### src/sv/stjp_pkg.sv
// ----------------------------------------------------------------------------
// Synchronized trapezoid planner package
// Shared types, constants and helpers for the joint planner and its
// iterative arithmetic unit.
// ----------------------------------------------------------------------------
package stjp_pkg;

   localparam int JOINTS_DEF = 6;

   localparam int WORK_W    = 80;
   localparam int OPB_W     = 40;
   localparam int DIVIDEND_W = 64;
   localparam int DIVISOR_W = 34;
   localparam int TIME_W    = 40;

   localparam logic [16:0]       FULL_RATIO = 17'h10000;
   localparam logic [TIME_W-1:0] MAX_TIME   = {TIME_W{1'b1}};
   localparam logic [TIME_W-1:0] HOLD_TIME  = TIME_W'(64'd99999 << 16);

   localparam logic [6:0] DIV_STEPS  = 7'd64;
   localparam logic [6:0] ROOT_STEPS = 7'd40;

   typedef enum logic [1:0] {
      OP_DIV  = 2'd0,
      OP_SQRT = 2'd1,
      OP_MUL  = 2'd2
   } arith_op_type;

   typedef struct packed {
      logic         start;
      arith_op_type op;
   } arith_req_type;

   typedef struct packed {
      logic busy;
      logic done;
   } arith_stat_type;

   function automatic logic [TIME_W-1:0] sat_time(input logic [63:0] value);
      logic [TIME_W-1:0] res;
      res = (value > 64'(MAX_TIME)) ? MAX_TIME : value[TIME_W-1:0];
      return res;
   endfunction

endpackage

### src/sv/stjp_arith.sv
// ----------------------------------------------------------------------------
// Iterative arithmetic unit
// One bit per cycle: restoring divide (64 by 34 bits), digit square root
// (80-bit radicand) and shift-add multiply (40 by 40 bits).
// ----------------------------------------------------------------------------
module stjp_arith (
   input  logic                          clock,
   input  logic                          reset,
   input  stjp_pkg::arith_req_type       req,
   input  logic [stjp_pkg::WORK_W-1:0]   operand_a,
   input  logic [stjp_pkg::OPB_W-1:0]    operand_b,
   output stjp_pkg::arith_stat_type      stat,
   output logic [stjp_pkg::WORK_W-1:0]   result
);

   stjp_pkg::arith_op_type op_ff, op_in;
   logic                   busy_ff, busy_in;
   logic                   done_ff, done_in;
   logic [6:0]             cnt_ff, cnt_in;
   logic [79:0]            work_ff, work_in;
   logic [41:0]            rem_ff, rem_in;
   logic [39:0]            root_ff, root_in;
   logic [39:0]            opb_ff, opb_in;

   logic [34:0] div_sh;
   logic [35:0] div_diff;
   logic [43:0] sq_sh;
   logic [43:0] sq_trial;
   logic [44:0] sq_diff;
   logic [40:0] mul_sum;

   always_comb begin
      div_sh   = {rem_ff[33:0], work_ff[63]};
      div_diff = {1'b0, div_sh} - {2'b00, opb_ff[33:0]};
      sq_sh    = {rem_ff, work_ff[79:78]};
      sq_trial = {2'b00, root_ff, 2'b01};
      sq_diff  = {1'b0, sq_sh} - {1'b0, sq_trial};
      mul_sum  = {1'b0, work_ff[79:40]} + {1'b0, (work_ff[0] ? opb_ff : 40'd0)};

      op_in   = op_ff;
      busy_in = busy_ff;
      done_in = 1'b0;
      cnt_in  = cnt_ff;
      work_in = work_ff;
      rem_in  = rem_ff;
      root_in = root_ff;
      opb_in  = opb_ff;

      if (req.start) begin
         op_in   = req.op;
         busy_in = 1'b1;
         work_in = operand_a;
         rem_in  = '0;
         root_in = '0;
         opb_in  = operand_b;
         cnt_in  = (req.op == stjp_pkg::OP_DIV) ? stjp_pkg::DIV_STEPS : stjp_pkg::ROOT_STEPS;
      end else if (busy_ff) begin
         case (op_ff)
            stjp_pkg::OP_DIV: begin
               rem_in  = {8'd0, (div_diff[35] ? div_sh[33:0] : div_diff[33:0])};
               work_in = {work_ff[79:64], work_ff[62:0], ~div_diff[35]};
            end
            stjp_pkg::OP_SQRT: begin
               rem_in  = sq_diff[44] ? sq_sh[41:0] : sq_diff[41:0];
               root_in = {root_ff[38:0], ~sq_diff[44]};
               work_in = {work_ff[77:0], 2'b00};
            end
            stjp_pkg::OP_MUL: begin
               work_in = {mul_sum, work_ff[39:1]};
            end
            default: begin
               work_in = work_ff;
            end
         endcase
         cnt_in = cnt_ff - 7'd1;
         if (cnt_ff == 7'd1) begin
            busy_in = 1'b0;
            done_in = 1'b1;
         end
      end
   end

   always_ff @(posedge clock) begin
      if (reset) begin
         busy_ff <= 1'b0;
         done_ff <= 1'b0;
         cnt_ff  <= '0;
         op_ff   <= stjp_pkg::OP_DIV;
      end else begin
         busy_ff <= busy_in;
         done_ff <= done_in;
         cnt_ff  <= cnt_in;
         op_ff   <= op_in;
      end
      work_ff <= work_in;
      rem_ff  <= rem_in;
      root_ff <= root_in;
      opb_ff  <= opb_in;
   end

   always_comb begin
      case (op_ff)
         stjp_pkg::OP_DIV:  result = {16'd0, work_ff[63:0]};
         stjp_pkg::OP_SQRT: result = {40'd0, root_ff};
         default:           result = work_ff;
      endcase
   end

   assign stat.busy = busy_ff;
   assign stat.done = done_ff;

endmodule

### config.mk
export PLATFORM = sky130hd
export DESIGN_NAME = stjp_arith
export DESIGN_NICKNAME = d
export VERILOG_FILES = /design/src/sv/stjp_pkg.sv /design/src/sv/stjp_arith.sv
export SDC_FILE = /design/constraint.sdc
export NUM_CORES = 1
export LEC_CHECK = 0
export BUFFER_PORTS_ARGS = -buffer_cell sky130_fd_sc_hd__buf_2
export CORE_MARGIN = 2
export CORE_UTILIZATION = 34
export DETAILED_ROUTE_END_ITERATION = 8
export HOLD_SLACK_MARGIN = 0.02
export MAX_ROUTING_LAYER = met4
export SLEW_MARGIN = 10
export SYNTH_ARGS = -nofsm -noshare
export SYNTH_HDL_FRONTEND = slang
export SYNTH_SLANG_ARGS = --single-unit
### constraint.sdc
create_clock -name clock -period 3.7 [get_ports clock]
set_input_delay 0.37 -clock clock [delete_from_list [all_inputs] [get_ports clock]]
set_output_delay 0.37 -clock clock [all_outputs]
set_load 0.005 [all_outputs]
==> flow_summary.yaml <==
setup_path:
  path_max_fanout: 39
  rr_startpoint: "work_ff[0]"
  crit_type: "flop to flop"
  startpoint: "work_ff[0]"
  crit_arrival_ns: 3.76
  endpoint_kind: "flop"
  start_kind: "flop"
  cp_data_required_time_ns: 3.99
synth:
  synth_edf_count: 120
  netlist_top_cells_count: "313 x nand2_1, 181 x a21oi_1, 161 x o21ai_0"
  ys.flop_type: "edfxtp_1"
  synthCells: 2124
  ys_warn_count: 0
  ys_top_cells_by_area: "edfxtp_1 21%, dfxtp_1 11%, ha_1 8.7%"
  postSynthAreaPerCell_sq_um: 8.17
  yosysMostFrequentCell: "nand2_1"
  ys_seq_elements: 213
  netlist.area_leader.share_pct: 20.8
  synthArstFlopShare_pct: 0
  synthesis.nets: 2371
  yosysTopAreaCell: "edfxtp_1"
  synth-seq-area-share_pct: 31.5
  synth_area_sq_um: 17400
  synthDistinctLibCells: 95
sta:
  finalCriticalPeriod_ns: 3.47
  worst_slew_pin_slew_ns: 0.837
  skew_ns: 0.0133
  rsz0062_at_grt: "no"
  setup_tns_ns: 0
  final-setup-viol-count: 0
  relSlewSlack_pct: 43.8
  drv_slew: 0
  hold_viol: 0
  finalCritPeriodShare_pct: 93.8
  fmaxAchievable_ghz: 0.288
status:
  status: "complete, no violations"
floorplan:
  start_util_pct: 34.5
  core-area_sq_um: 50300
  io_pins: 207
  die_y_um: 230
  dieArea_sq_um: 52900
  die_x_um: 230
  row_count: 82
hold_path:
  holdCritPathClass: "input pin to flop"
  min_from: "operand_b[17]"
grt:
  grt_pass1_wl_um: 91600
  gr-total-overflow: 0
  grt_pass1_vias: 16100
  use_met1_pct: 29.7
  grt_max_degree: 87
  grtUsageMet2_pct: 36.0
  grt.met3_usage_pct: 1.76
  top_usage_layer: "met2"
  grt_use_total_pct: 22.1
  antenna_found_initial: 3
layout:
  final_util_pct: 40.9
  stdcell_area_sq_um: 20600
  nNetsFinal: 2584
  area_delta_synth_final_pct: 18.5
  fin_cells: 3032
  drive_gt1_share_pct: 15.5
clock_network:
  cts.sinks: 213
  clockBufferDepth: 3
  cts-root-buf: "clkbuf_16"
  cts_inserted_buffers: 27
  h-tree-depth: 1
  post_cts_buffers: 0
  clk_latency_ns: 0.56
  cts.clk_slew.worst_paths_ns: 0.06
  cts_tree: "done"
power_and_ir_drop:
  powerDensity_nw_per_um2: 523
  total_power_mw: 10.8
  total_leakage_power_nw: 8.77
  vdd_drop_max_uv: 387
detailed_routing:
  drt-total-wl_um: 59300
  avgRoutedWirePerCell_um: 19.5
  drtIter0Drc: 1549
  num_vias: 16900
  first_pass_iters: 5
  drc: 0
  routed_via_density: 5.59
  ant_nets: 0
placed_design:
  hpwl_um: 45100
  globalplace.congestion: 0.966
  io_buffers: 206
  dpl.cell_count: 2944
  postPlaceCellArea_sq_um: 19300
job:
  drv_cap: 0
-- registers in the layout, summed over array words and instances, names as in the netlist --
signal / count
busy_ff: 1
cnt_ff: 7
root_ff: 40
op_ff: 2
opb_ff: 40
done_ff: 1
rem_ff: 42
work_ff: 80
-- final timing paths --
path / end / slack (ns) / cells after the start
worst max-delay path: work_ff[78] / 0.23 / 11
worst min-delay path: opb_ff[17] / 0.04 / 1
worst max register to register: work_ff[78] / 0.23 / 11
worst min register to register: rem_ff[40] / 0.47 / 2
-- worst max-delay path, stage by stage, from the launching register on --
cell and delay (ns):
edfxtp_1 0.44, buf_12 0.19, and2_1 0.19, ha_1 0.37, and3_1 0.22, nand2_1 0.09, or4_1 0.60, nand3_1 0.28
nand2_1 0.17, o211ai_1 0.32, mux2i_1 0.21, nand2_1 0.08
-- per-stage QoR --
| step | setup WS, ns | hold slack, ns |
|---|---|---|
| after floorplan | 0.339 | 0.428 |
| after global placement | 0.302 | 0.452 |
| after detailed placement | 0.222 | 0.460 |
| after CTS | 0.197 | 0.0232 |
| after global routing | 0.0537 | 0.0275 |
| final | 0.229 | 0.0447 |
-- area by class of cell --
cell class	count	area, sq um
diodes	2	5.00
clock buffers	36	739
clock inverters	14	125
fillers	5177	29700
inverters	107	402
multi-input cells	1676	11000
flip-flops and latches	213	5470
well taps	672	841
repair buffers	312	2010
-- layer usage --
layer	up-vias	share of wire [%]
li1	8248	-
met3	94	4.6
met4	0	2.6
met2	481	47
met1	8122	46
met5	-	0
-- layout by cell type (no fill, tap or decap), drive strengths merged, types with 58 or more instances in the layout --
cell type,count
inv,107
buf,275
a22oi,60
nor2,95
ha,120
edfxtp,120
o21ai,175
a21oi,183
dfxtp,93
nand2,314
and2,88
a21o,58
-- logic make-up after synthesis --
family / synth area share, %
AO/OA/AOI/OAI: 29.3
XOR/XNOR: 4.19
adder cells (fa/ha/maj): 8.88
buffers and inverters: 5.48
flip-flops: 31.5
multiplexers: 2.20
AND/OR/NAND/NOR: 18.5
-- what timing repair did --
action / CTS / global route
setup endpoints to repair: 0 / 2
endpoints found under the hold margin: 36 / 0
resized for setup: 0 / 1
hold buffers: 36 / 0
-- power by group --
| part | leakage (nW) | switching, mW | internal, mW |
|---|---|---|---|
| registers | 1.96 | 0.252 | 2.74 |
| logic | 6.38 | 2.96 | 2.18 |
| clock network | 0.426 | 1.09 | 1.54 |
No activity file was read; power rests on OpenSTA's default activity.
